$ cat config.mk
export PLATFORM = sky130hd
export DESIGN_NAME = percent_escape_decoder_top
export DESIGN_NICKNAME = d
export VERILOG_FILES = /design/src/rtl/ped_pkg.sv /design/src/rtl/percent_escape_decoder_top.sv /design/src/rtl/ped_front.sv /design/src/rtl/ped_queue.sv /design/src/rtl/ped_back.sv
export SDC_FILE = /design/constraint.sdc
export NUM_CORES = 1
export LEC_CHECK = 0
export BUFFER_PORTS_ARGS = -buffer_cell sky130_fd_sc_hd__buf_4
export CORE_MARGIN = 5
export CORE_UTILIZATION = 60
export DETAILED_ROUTE_END_ITERATION = 10
export GPL_TIMING_DRIVEN = 0
export PLACE_DENSITY = 0.81
export SLEW_MARGIN = 5
export SYNTH_ARGS = -nofsm -noshare
export SYNTH_HDL_FRONTEND = slang
export SYNTH_SLANG_ARGS = --single-unit
$ cat constraint.sdc
create_clock -name clock -period 18.1 [get_ports clock]
set_clock_uncertainty 0.1 [all_clocks]
set_input_delay 1.81 -clock clock [delete_from_list [all_inputs] [get_ports clock]]
set_output_delay 1.81 -clock clock [all_outputs]
set_load 0.005 [all_outputs]
$ cat src/rtl/ped_pkg.sv
// Shared types, constants and helpers for the percent-escape decoder.
package ped_pkg;

   localparam int MAX_RESULTS = 3;
   localparam int IDX_W = $clog2(MAX_RESULTS);
   localparam int QUEUE_DEPTH_DEFAULT = 4;

   localparam logic [7:0] PERCENT_CHAR = 8'h25;

   typedef struct packed {
      logic [7:0] in_byte;
      logic       string_end;
   } req_type;

   typedef struct packed {
      logic [7:0] out_byte;
      logic       run_last;
      logic       string_done;
   } rsp_type;

   typedef struct packed {
      logic [MAX_RESULTS-1:0][7:0] bytes;
      logic [IDX_W-1:0]            last_idx;
      logic                        done;
   } entry_type;

   typedef struct packed {
      logic       valid;
      logic [3:0] value;
   } hex_type;

   function automatic hex_type hex_decode(input logic [7:0] c);
      hex_type h;
      h.valid = 1'b1;
      h.value = 4'd0;
      if (c >= "0" && c <= "9") begin
         h.value = 4'(c - 8'h30);
      end else if (c >= "a" && c <= "f") begin
         h.value = 4'(c - 8'h57);
      end else if (c >= "A" && c <= "F") begin
         h.value = 4'(c - 8'h37);
      end else if (c == "x" || c == "X") begin
         h.value = 4'd0;
      end else begin
         h.valid = 1'b0;
      end
      return h;
   endfunction

endpackage

$ cat src/rtl/percent_escape_decoder_top.sv
// Percent-escape decoder: accepts one encoded character per cycle on the req
// channel and delivers decoded characters one per cycle on the rsp channel.
// The front end accepts a transaction every cycle while its entry queue
// (QUEUE_DEPTH entries) has room; each transaction yields zero to three result
// bytes, and the back end drains them at one byte per cycle, so sustained input
// rate is one item per cycle except where an item expands to two or three
// bytes (failed triples and end-of-string flushes). With the output register
// free, the first result passes the entry queue, then the output register.
// rsp_data.run_last marks the last byte of each input transaction and
// rsp_data.string_done the last byte of the string.
module percent_escape_decoder_top
   import ped_pkg::*;
#(
   parameter int QUEUE_DEPTH = QUEUE_DEPTH_DEFAULT
)
(
   input  logic    clock,
   input  logic    reset,
   input  logic    req_valid,
   output logic    req_ready,
   input  req_type req_data,
   output logic    rsp_valid,
   input  logic    rsp_ready,
   output rsp_type rsp_data
);

   logic      accept, push, pop, empty, full;
   entry_type entry, head;

   assign req_ready = !full;
   assign accept    = req_valid && req_ready;

   ped_front u_front (
      .clock    (clock),
      .reset    (reset),
      .accept   (accept),
      .req_data (req_data),
      .push     (push),
      .entry    (entry)
   );

   ped_queue #(
      .DEPTH (QUEUE_DEPTH)
   ) u_queue (
      .clock      (clock),
      .reset      (reset),
      .push       (push),
      .push_entry (entry),
      .pop        (pop),
      .head       (head),
      .empty      (empty),
      .full       (full)
   );

   ped_back u_back (
      .clock     (clock),
      .reset     (reset),
      .head      (head),
      .empty     (empty),
      .pop       (pop),
      .rsp_valid (rsp_valid),
      .rsp_ready (rsp_ready),
      .rsp_data  (rsp_data)
   );

endmodule

$ cat src/rtl/ped_front.sv
// Front end: tracks held characters and builds one queue entry per transaction that yields bytes.
module ped_front
   import ped_pkg::*;
(
   input  logic      clock,
   input  logic      reset,
   input  logic      accept,
   input  req_type   req_data,
   output logic      push,
   output entry_type entry
);

   typedef enum logic [1:0] {
      HOLD_NONE  = 2'd0,
      HOLD_PCT   = 2'd1,
      HOLD_DIGIT = 2'd2
   } hold_type;

   hold_type   hold_ff, hold_in;
   logic [7:0] digit_ff, digit_in;

   logic [1:0]                  n;
   logic [MAX_RESULTS-1:0][7:0] b;
   hex_type                     hi, lo;
   logic [7:0]                  c;

   assign c  = req_data.in_byte;
   assign hi = hex_decode(digit_ff);
   assign lo = hex_decode(c);

   always_comb begin
      n        = 2'd0;
      b        = '0;
      hold_in  = hold_ff;
      digit_in = digit_ff;
      case (hold_ff)
         HOLD_NONE: begin
            if (c == PERCENT_CHAR) begin
               hold_in = HOLD_PCT;
            end else begin
               b[0] = c;
               n    = 2'd1;
            end
         end
         HOLD_PCT: begin
            digit_in = c;
            hold_in  = HOLD_DIGIT;
         end
         default: begin
            if (hi.valid && lo.valid && {hi.value, lo.value} != 8'd0) begin
               b[0]     = {hi.value, lo.value};
               n        = 2'd1;
               hold_in  = HOLD_NONE;
               digit_in = 8'd0;
            end else begin
               b[0] = PERCENT_CHAR;
               n    = 2'd1;
               if (digit_ff == PERCENT_CHAR) begin
                  digit_in = c;
                  hold_in  = HOLD_DIGIT;
               end else begin
                  b[1]     = digit_ff;
                  n        = 2'd2;
                  digit_in = 8'd0;
                  if (c == PERCENT_CHAR) begin
                     hold_in = HOLD_PCT;
                  end else begin
                     b[2]    = c;
                     n       = 2'd3;
                     hold_in = HOLD_NONE;
                  end
               end
            end
         end
      endcase
      if (req_data.string_end) begin
         if (hold_in != HOLD_NONE && n != 2'd3) begin
            b[n] = PERCENT_CHAR;
            n    = n + 2'd1;
         end
         if (hold_in != HOLD_NONE && hold_in != HOLD_PCT && n != 2'd3) begin
            b[n] = digit_in;
            n    = n + 2'd1;
         end
         hold_in  = HOLD_NONE;
         digit_in = 8'd0;
      end
   end

   assign push           = accept && (n != 2'd0);
   assign entry.bytes    = b;
   assign entry.last_idx = IDX_W'(n - 2'd1);
   assign entry.done     = req_data.string_end;

   always_ff @(posedge clock) begin
      if (reset) begin
         hold_ff  <= HOLD_NONE;
         digit_ff <= 8'd0;
      end else if (accept) begin
         hold_ff  <= hold_in;
         digit_ff <= digit_in;
      end
   end

endmodule

$ cat src/rtl/ped_queue.sv
// Entry queue between the front and back ends.
module ped_queue
   import ped_pkg::*;
#(
   parameter int DEPTH = QUEUE_DEPTH_DEFAULT
)
(
   input  logic      clock,
   input  logic      reset,
   input  logic      push,
   input  entry_type push_entry,
   input  logic      pop,
   output entry_type head,
   output logic      empty,
   output logic      full
);

   localparam int PW = (DEPTH > 1) ? $clog2(DEPTH) : 1;
   localparam int CW = $clog2(DEPTH + 1);

   entry_type     store_ff [DEPTH];
   logic [PW-1:0] wr_ptr_ff, rd_ptr_ff;
   logic [CW-1:0] count_ff;

   assign empty = (count_ff == CW'(0));
   assign full  = (count_ff == CW'(DEPTH));
   assign head  = store_ff[rd_ptr_ff];

   always_ff @(posedge clock) begin
      if (push) begin
         store_ff[wr_ptr_ff] <= push_entry;
      end
   end

   always_ff @(posedge clock) begin
      if (reset) begin
         wr_ptr_ff <= '0;
         rd_ptr_ff <= '0;
         count_ff  <= '0;
      end else begin
         if (push) begin
            wr_ptr_ff <= (wr_ptr_ff == PW'(DEPTH - 1)) ? '0 : wr_ptr_ff + PW'(1);
         end
         if (pop) begin
            rd_ptr_ff <= (rd_ptr_ff == PW'(DEPTH - 1)) ? '0 : rd_ptr_ff + PW'(1);
         end
         if (push && !pop) begin
            count_ff <= count_ff + CW'(1);
         end else if (pop && !push) begin
            count_ff <= count_ff - CW'(1);
         end
      end
   end

endmodule

$ cat src/rtl/ped_back.sv
// Back end: walks the bytes of each queue entry into the output register.
module ped_back
   import ped_pkg::*;
(
   input  logic      clock,
   input  logic      reset,
   input  entry_type head,
   input  logic      empty,
   output logic      pop,
   output logic      rsp_valid,
   input  logic      rsp_ready,
   output rsp_type   rsp_data
);

   logic             rsp_valid_ff;
   rsp_type          rsp_data_ff, rsp_data_in;
   logic [IDX_W-1:0] idx_ff;
   logic             load, take, last;

   assign load = !rsp_valid_ff || rsp_ready;
   assign take = load && !empty;
   assign last = (idx_ff == head.last_idx);
   assign pop  = take && last;

   assign rsp_data_in.out_byte    = head.bytes[idx_ff];
   assign rsp_data_in.run_last    = last;
   assign rsp_data_in.string_done = last && head.done;

   always_ff @(posedge clock) begin
      if (reset) begin
         rsp_valid_ff <= 1'b0;
         idx_ff       <= '0;
      end else begin
         if (load) begin
            rsp_valid_ff <= !empty;
         end
         if (take) begin
            idx_ff <= last ? '0 : idx_ff + IDX_W'(1);
         end
      end
   end

   always_ff @(posedge clock) begin
      if (take) begin
         rsp_data_ff <= rsp_data_in;
      end
   end

   assign rsp_valid = rsp_valid_ff;
   assign rsp_data  = rsp_data_ff;

endmodule

==> results of run 1 <==
state kept, by name, indices dropped and copies added, names as in the netlist, named ones only:
| register | flops |
|---|---|
| u_back.rsp_valid | 1 |
| u_queue.count_ff | 3 |
| u_front.digit_ff | 8 |
| u_queue.store_ff | 108 |
| u_queue.rd_ptr_ff | 2 |
| u_front.hold_ff | 2 |
| u_queue.wr_ptr_ff | 2 |
| u_back.rsp_data | 10 |
| u_back.idx_ff | 2 |
power by group:
part           leakage, nW  switching (mW)  internal [mW]
sequential            1.28          0.0162          0.402
combinational         1.16           0.125          0.102
clock                0.278           0.124          0.213
total                 2.72           0.265          0.717
logic make-up (layout without fill, tap and decap cells):
family,count (synthesis),count (layout),synth area share
mux,41,41,0.1108
buf+inv,53,107,0.03287
compound gates,120,120,0.1235
simple gates,110,110,0.09418
fa+ha+maj,24,24,0.04543
xor+xnor,4,4,0.005172
flops,140,140,0.5880
critical path, stage by stage:
cell and delay (ns):
buf_4 0.15, inv_1 0.12, ha_1 0.23, or3b_1 0.37, o311a_1 0.15, or3_4 0.39, and2_4 0.17, a21boi_4 0.16
o31ai_4 0.33, inv_1 0.11, ha_1 0.29, or3_1 0.38, a21oi_1 0.39, ha_1 0.31, or4_1 0.50, o21ai_0 0.10
a21oi_1 0.10, ha_1 0.26, nor2_1 0.32, ha_1 0.25, inv_1 0.07, fa_1 0.39, xor2_1 0.19, or3_1 0.32
a21oi_1 0.14
metal layers:
metal / vias up / part of all wire / track usage
li1: 1997 / - / -
met1: 2203 / 0.41 / 0.3295
met2: 245 / 0.49 / 0.3913
met3: 39 / 0.074 / 0.04715
met4: 0 / 0.030 / 0.1145
met5: - / 0 / 0
cell usage after synthesis (9+ instances only):
cell / number
nor3_1: 9
o22ai_1: 9
a22oi_1: 13
nand2_1: 21
ha_1: 23
o21ai_0: 20
mux4_2: 27
dfxtp_1: 22
edfxtp_1: 118
mux2i_1: 12
clkbuf_1: 13
nor2_1: 25
inv_1: 27
a21oi_1: 30
worst paths after layout:
kind	slack, ns	endpoint
setup / recovery	10.33	u_queue.count_ff[2]
hold / removal	0.39	u_back.rsp_valid
setup reg to reg	11.17	u_queue.count_ff[2]
hold reg to reg	0.39	u_back.rsp_valid
final cells by class:
cell class / count / area share
clock buffer: 17 / 0.05519
buffer: 26 / 0.01575
timing repair buffer: 23 / 0.02240
multi-input combinational: 299 / 0.3339
inverter: 27 / 0.01315
sequential: 140 / 0.5169
tap: 140 / 0.02273
clock inverter: 14 / 0.01997
metrics by stage:
stage	total power, mW	instances
after floorplan	0.5730	492
after global placement	0.6312	655
after detailed placement	0.6479	655
after CTS	0.9847	686
after global routing	1.023	686
final	0.9823	686
==> out/qor.csv, run 1 <==
metric,value,unit
outcome,"finished, violations left",
violations,design-rule violations,
grt_max_degree,28,
antenna_found_initial,0,
cts_root_buf,clkbuf_16,
ys_seq_elements,140,
end_kind,flip-flop,
drc,2,
period_share,0.4293,
finalMaxSlewViolations,0,
dp_slack,9.947,ns
worstPathRequired,18.34,ns
io_buffers,23,
io_pins,25,
p_leak,2.718,nW
clk_latency,0.41,ns
maxCapViolCount,0,
synth_fp_nets,529,
worstSetupStartpointType,input port,
dpl_cell_area,7128,µm²
setup.worst_path.class,input port to flip-flop,
syn_area,6775,µm²
slew_headroom,0.4527,
nets,571,
yosysTopAreaCell,edfxtp_1,
async_flop_share,0,
worstMarginPinSlew,0.8210,ns
timing.setup.tns,0,ns
drive_above_1_share,0.2143,
post_cts_buffers,0,
cp_max_fo,9,
detail_route.first_pass.iterations,8,
hold_ws,0.3921,ns
design_area,7707,µm²
clk_path_buf_depth,2,
grt_pass1_wl,24430,µm
r2r_cells,25,
drt-initial-drc-count,563,
synth_top_area_share,0.5230,
hold_buffers,0,
clkTransAtPathRegs,0.05,ns
cts_buffers,17,
avgRoutedWirePerCell,22.75,µm
drt-total-wl,15600,µm
fin_crit,7.770,ns
fill_cells,713,
fp-row-count,38,
multi_input_area,2574,µm²
fin_util,0.7048,
setup_violations,0,
start_util,0.6196,
crit_start,req_data[2],
syn_inst,492,
vias_per_cell,6.536,
die_h,116.3,µm
core-area,10940,µm²
timing.fmax,128.7,MHz
final_common_cell,edfxtp_1,
syn2layout_area_growth,13.76,%
dieArea,13520,µm²
final_cell_mix,"edfxtp_1, a21oi_1, inv_1, mux4_2",
h-tree-depth,4,
antenna_left,0,
grt-ovfl-total,0,
worst_slack,10.33,ns
cts_sinks,140,
powerDensity,127.5,nW/µm²
yosysWarnings,0,
die_w,116.3,µm
worstHoldStart,u_back.rsp_valid,
synth.distinct_cells,73,
finalHoldViolCount,0,
synth.area.top_cells,"edfxtp_1, mux4_2, dfxtp_1",
hold_depth,2,
diodes,0,
grt_setup_unrepaired,no,
grtUsageTotal,0.2457,
synth_area_per_cell,13.77,µm²
gp_congestion,0.9810,
cts_tree,built,
grt_pass1_vias,4441,
ctsResizeCount,0,
place_hpwl,10540,µm
ys.flop_type,edfxtp_1,
ir_worst_vdd,91.10,µV
seq_area_frac_synth,0.5880,
hp-class,flip-flop to flip-flop,
vias,4484,
synth_edf_count,118,
cp.arrival,8.01,ns
r2r-start,u_front.digit_ff[1],
seqCellArea,3984,µm²
Power figures use the tool's default switching activity.
==> inputs of run 2 (changes only) <==
==> constraint.sdc (replaced) <==
create_clock -name clock -period 7.3 [get_ports clock]
set_clock_uncertainty 0.1 [all_clocks]
set_input_delay 0.73 -clock clock [delete_from_list [all_inputs] [get_ports clock]]
set_output_delay 0.73 -clock clock [all_outputs]
set_load 0.005 [all_outputs]
==> out/qor.csv, run 2 (synthesis gave the netlist of run 1 again) <==
metric,value,unit,change
vias,4482,,-0.045%
grt_setup_unrepaired,no,,
dieArea,13520,µm²,unchanged
setup.worst_path.class,flip-flop to flip-flop,,
cts_buffers,17,,unchanged
dp_slack,0.2267,ns,-9.720 ns
gp_congestion,0.9810,,unchanged
worstSetupStartpointType,flip-flop,,
slew_headroom,0.4400,,-0.01270
period_share,0.9321,,
clkTransAtPathRegs,0.05,ns,about the same
fin_total_pwr,2.434,mW,+150%
r2r_cells,27,,+8.0%
ir_worst_vdd,225.8,µV,+150%
min_to,u_back.rsp_valid,,
detail_route.first_pass.iterations,7,,-1
avgRoutedWirePerCell,22.83,µm,+0.37%
p_leak,2.718,nW,about the same
largest_reg_flops,108,,unchanged
grt_pass1_wl,24430,µm,unchanged
antenna_left,0,,unchanged
antenna_found_initial,0,,unchanged
grt-ovfl-total,0,,unchanged
cp_max_fo,8,,-1
drt-total-wl,15660,µm,+0.37%
reg2reg_slack,0.50,ns,-10.67 ns
outcome,"complete, no violations",,
timing.fmax,147.0,MHz,
worstHoldStart,u_back.rsp_valid,,
fp-row-count,38,,unchanged
final_cell_mix,"edfxtp_1, a21oi_1, inv_1, mux4_2, buf_4",,
cts_tree,built,,
diodes,0,,unchanged
drt-initial-drc-count,581,,+3.2%
finalMaxSlewViolations,0,,unchanged
fin_util,0.7054,,about the same
end_kind,flip-flop,,
die_w,116.3,µm,unchanged
post_cts_buffers,0,,unchanged
h-tree-depth,4,,unchanged
place_hpwl,10540,µm,unchanged
hold_ws,0.3909,ns,-0.001214 ns
hold_depth,2,,unchanged
final_common_cell,edfxtp_1,,
io_buffers,23,,unchanged
worstMarginPinSlew,0.8400,ns,+0.01905 ns
maxCapViolCount,0,,unchanged
worst_slack,0.4959,ns,-9.834 ns
finalHoldViolCount,0,,unchanged
regMostFlops,u_queue.store_ff,,
fin_crit,6.804,ns,
cts_sinks,140,,unchanged
io_pins,25,,unchanged
core-area,10940,µm²,unchanged
clk_path_buf_depth,2,,unchanged
grtUsageTotal,0.2457,,unchanged
vias_per_cell,6.534,,about the same
worstPathRequired,7.53,ns,-10.81 ns
drc,0,,-2
grt_pass1_vias,4441,,unchanged
start_util,0.6196,,unchanged
drive_above_1_share,0.2179,,+0.003663
clk_latency,0.41,ns,about the same
r2r-start,u_front.digit_ff[1],,
powerDensity,315.5,nW/µm²,+150%
cts_root_buf,clkbuf_16,,
die_h,116.3,µm,unchanged
nets,571,,unchanged
r2r_end,u_queue.count_ff[2],,
hp-class,flip-flop to flip-flop,,
setup_violations,0,,unchanged
timing.setup.tns,0,ns,unchanged
cp.arrival,7.04,ns,-0.97 ns
grt_max_degree,28,,unchanged
syn2layout_area_growth,13.85,%,about the same
run 2: area by class of cell:
class	count	area, µm²
Inverter	27	101.3
Multi-Input combinational cell	299	2580
Clock inverter	14	153.9
Sequential cell	140	3984
Clock buffer	17	425.4
Tap cell	140	175.2
Buffer	26	121.4
Fill cell	710	3222
Timing Repair Buffer	23	172.7
run 2: metrics by stage:
stage / cells / instance area [µm²]
after detailed placement: 655 / 7128
after global placement: 655 / 7123
final: 686 / 7714
after CTS: 686 / 7707
after global routing: 686 / 7714
after floorplan: 492 / 6775
run 2: worst max-delay path, cell delays in order (launching register included):
cell	delay (ns)
dfxtp_1	0.33
clkbuf_1	0.32
inv_1	0.16
ha_1	0.26
nand2b_1	0.20
a22o_1	0.22
a21oi_1	0.36
o2111a_2	0.36
a21boi_4	0.11
o31ai_4	0.33
inv_1	0.11
ha_1	0.29
o21ai_1	0.21
a211oi_1	0.08
a211oi_1	0.34
a21oi_2	0.12
ha_1	0.30
or4_1	0.51
o21ai_0	0.11
a21oi_1	0.10
ha_1	0.25
nor2_2	0.24
ha_1	0.22
inv_1	0.07
fa_1	0.39
xor2_1	0.19
or3_1	0.32
a21oi_1	0.14
run 2: how the worst max path moves through the flow:
stage	startpoint	end
6_report	u_front.digit_ff[1]	u_queue.count_ff[2]
5_1_grt	u_front.digit_ff[1]	u_queue.count_ff[2]
4_1_cts	u_front.digit_ff[1]	u_queue.count_ff[2]
3_5_place_dp	req_data[2]	u_queue.count_ff[2]
3_3_place_gp	req_data[2]	u_queue.store_ff[3][13]
2_1_floorplan	req_data[2]	u_queue.count_ff[2]
run 2: what timing repair did:
item                       in CTS  in global routing
gates resized for setup         0                  2
hold buffers                    0                  0
setup endpoints to repair       0                  1
run 2: power breakdown:
part	leakage [nW]	total, mW	switching, mW	internal [mW]
clock network	0.278	0.833	0.304	0.529
registers	1.28	1.04	0.0403	0.997
logic	1.16	0.564	0.310	0.254
total	2.72	2.43	0.655	1.78
run 2: metal layers:
metal	GRT usage	vias up	wire, µm
li1	-	1995	-
met1	0.3295	2211	6455
met2	0.3913	230	7540
met3	0.04715	46	1146
met4	0.1145	0	520
met5	0	-	0
==> inputs of run 3 (changes only) <==
--- a/config.mk
+++ b/config.mk
@@ -10,6 +10,7 @@
 export CORE_UTILIZATION = 60
 export DETAILED_ROUTE_END_ITERATION = 10
 export GPL_TIMING_DRIVEN = 0
+export MAX_ROUTING_LAYER = met4
 export PLACE_DENSITY = 0.81
 export SLEW_MARGIN = 5
 export SYNTH_ARGS = -nofsm -noshare
==> constraint.sdc (replaced) <==
create_clock -name clock -period 7.3 [get_ports clock]
set_clock_uncertainty 0.1 [all_clocks]
set_input_delay 0.73 -clock clock [delete_from_list [all_inputs] [get_ports clock]]
set_output_delay 0.73 -clock clock [all_outputs]
set_load 0.05 [all_outputs]
==> out/qor.csv, run 3 (synthesis gave the netlist of run 1 again) <==
metric,value,unit,change
outcome,"complete, no violations",,
p_leak,2.712,nW,-0.23%
grt_max_degree,28,,unchanged
clkTransAtPathRegs,0.05,ns,about the same
grtUsageTotal,0.2530,,+0.007322
drt-total-wl,15450,µm,-1.3%
end_kind,flip-flop,,
drc,0,,unchanged
fin_crit,6.836,ns,+0.03205 ns
hold_depth,2,,unchanged
dieArea,13520,µm²,unchanged
maxCapViolCount,0,,unchanged
antenna_left,0,,unchanged
die_w,116.3,µm,unchanged
hold_buffers,0,,unchanged
drive_above_1_share,0.2102,,-0.007711
cp.arrival,7.08,ns,+0.04 ns
vias_per_cell,6.557,,+0.37%
hold_ws,0.3937,ns,+0.002804 ns
nets,571,,unchanged
core-area,10940,µm²,unchanged
final_cell_mix,"edfxtp_1, a21oi_1, inv_1, mux4_2",,
clk_latency,0.42,ns,about the same
diodes,0,,unchanged
multi_input_area,2577,µm²,about the same
syn2layout_area_growth,13.41,%,
clk_path_buf_depth,2,,unchanged
finalHoldViolCount,0,,unchanged
detail_route.first_pass.iterations,5,,-2
io_pins,25,,unchanged
fill_cells,741,,+4.4%
cts_sinks,140,,unchanged
grt_pass1_wl,24480,µm,+0.20%
slew_headroom,0.4819,,+0.04196
post_cts_buffers,0,,unchanged
cpPeakStageDelay,0.49,ns,-0.02 ns
period_share,0.9365,,+0.004390
ir_worst_vdd,259.3,µV,+15%
r2r_cells,27,,unchanged
avgRoutedWirePerCell,22.49,µm,-1.5%
finalMaxSlewViolations,0,,unchanged
vias,4505,,+0.51%
place_hpwl,10470,µm,-0.65%
worstMarginPinSlew,0.7771,ns,-0.06294 ns
cts_root_buf,clkbuf_16,,
die_h,116.3,µm,unchanged
timing.fmax,146.3,MHz,-0.47%
crit_top_cell,ha_1,,
gp_congestion,1.017,,+3.7%
antenna_found_initial,0,,unchanged
fp-row-count,38,,unchanged
io_buffers,23,,unchanged
drt-initial-drc-count,509,,-12%
final_common_cell,edfxtp_1,,
start_util,0.6196,,unchanged
ctsResizeCount,0,,unchanged
cts_tree,built,,
grt_setup_unrepaired,no,,
hp-class,flip-flop to flip-flop,,
worst_slack,0.4639,ns,-0.03205 ns
grt-ovfl-total,0,,unchanged
worstSetupStartpointType,flip-flop,,
cp_max_fo,8,,unchanged
grt_pass1_vias,4511,,+1.6%
largest_reg_flops,108,,unchanged
timing.setup.tns,0,ns,unchanged
h-tree-depth,4,,unchanged
cts_buffers,17,,unchanged
powerDensity,326.2,nW/µm²,+3.4%
setup.worst_path.class,flip-flop to flip-flop,,
worstPathRequired,7.54,ns,about the same
seqCellArea,3984,µm²,unchanged
setup_violations,0,,unchanged
crit_path_top_delay_cell,or4_1,,
dp_slack,0.4048,ns,+0.1781 ns
regMostFlops,u_queue.store_ff,,
-- run 3: cell types whose count changed in the layout (fill, tap and decap cells not counted) --
| cell | before | now |
|---|---|---|
| clkinv_2 | 6 | 4 |
| bufinv_16 | 3 | 1 |
| clkbuf_8 | 0 | 3 |
| nor2_1 | 24 | 25 |
| clkinvlp_4 | 4 | 1 |
| clkbuf_1 | 13 | 17 |
| nor2_2 | 3 | 2 |
| clkinv_4 | 0 | 1 |
-- run 3: power by group --
group	switching, mW	total (mW)	internal, mW
Clock	0.304	0.796	0.492
Combinational	0.417	0.674	0.258
Sequential	0.0397	1.04	0.997
Total	0.760	2.51	1.75
-- run 3: final timing paths --
kind / start / endpoint / slack [ns]
setup reg to reg: u_front.digit_ff[1] / u_queue.count_ff[2] / 0.46
hold / removal: u_back.rsp_valid / u_back.rsp_valid / 0.39
setup / recovery: u_front.digit_ff[1] / u_queue.count_ff[2] / 0.46
hold reg to reg: u_back.rsp_valid / u_back.rsp_valid / 0.39
-- run 3: layout make-up --
class                           count  area share
Clock buffer                       24     0.06269
Timing Repair Buffer               23     0.02247
Inverter                           27     0.01319
Tap cell                          140     0.02280
Buffer                             26     0.01580
Sequential cell                   140      0.5185
Multi-Input combinational cell    299      0.3354
Clock inverter                      8    0.009119
-- run 3: stage by stage --
stage	utilization	cells	instance area [µm²]	total power, mW
2_1_floorplan	-	492	6775	1.537
3_3_place_gp	0.6514	655	7123	1.682
3_5_place_dp	0.6518	655	7128	1.718
4_1_cts	0.7023	687	7680	2.515
5_1_grt	0.7026	687	7684	2.611
6_report	0.7026	687	7684	2.506
-- run 3: metal layers --
| layer | global-route usage | part of all wire | wire [µm] |
|---|---|---|---|
| met1 | 0.3230 | 0.40 | 6196 |
| met2 | 0.3883 | 0.48 | 7474 |
| met3 | 0.05803 | 0.080 | 1232 |
| met4 | 0.1160 | 0.036 | 550 |
| met5 | - | 0 | 0 |
-- run 3: worst max-delay path: cells and delay by family (launching register included) --
kind | cells | cell delay [ns]
compound gates | 12 | 2.43
flops | 1 | 0.33
fa+ha+maj | 6 | 1.72
xor+xnor | 1 | 0.18
buf+inv | 4 | 0.68
simple gates | 4 | 1.30
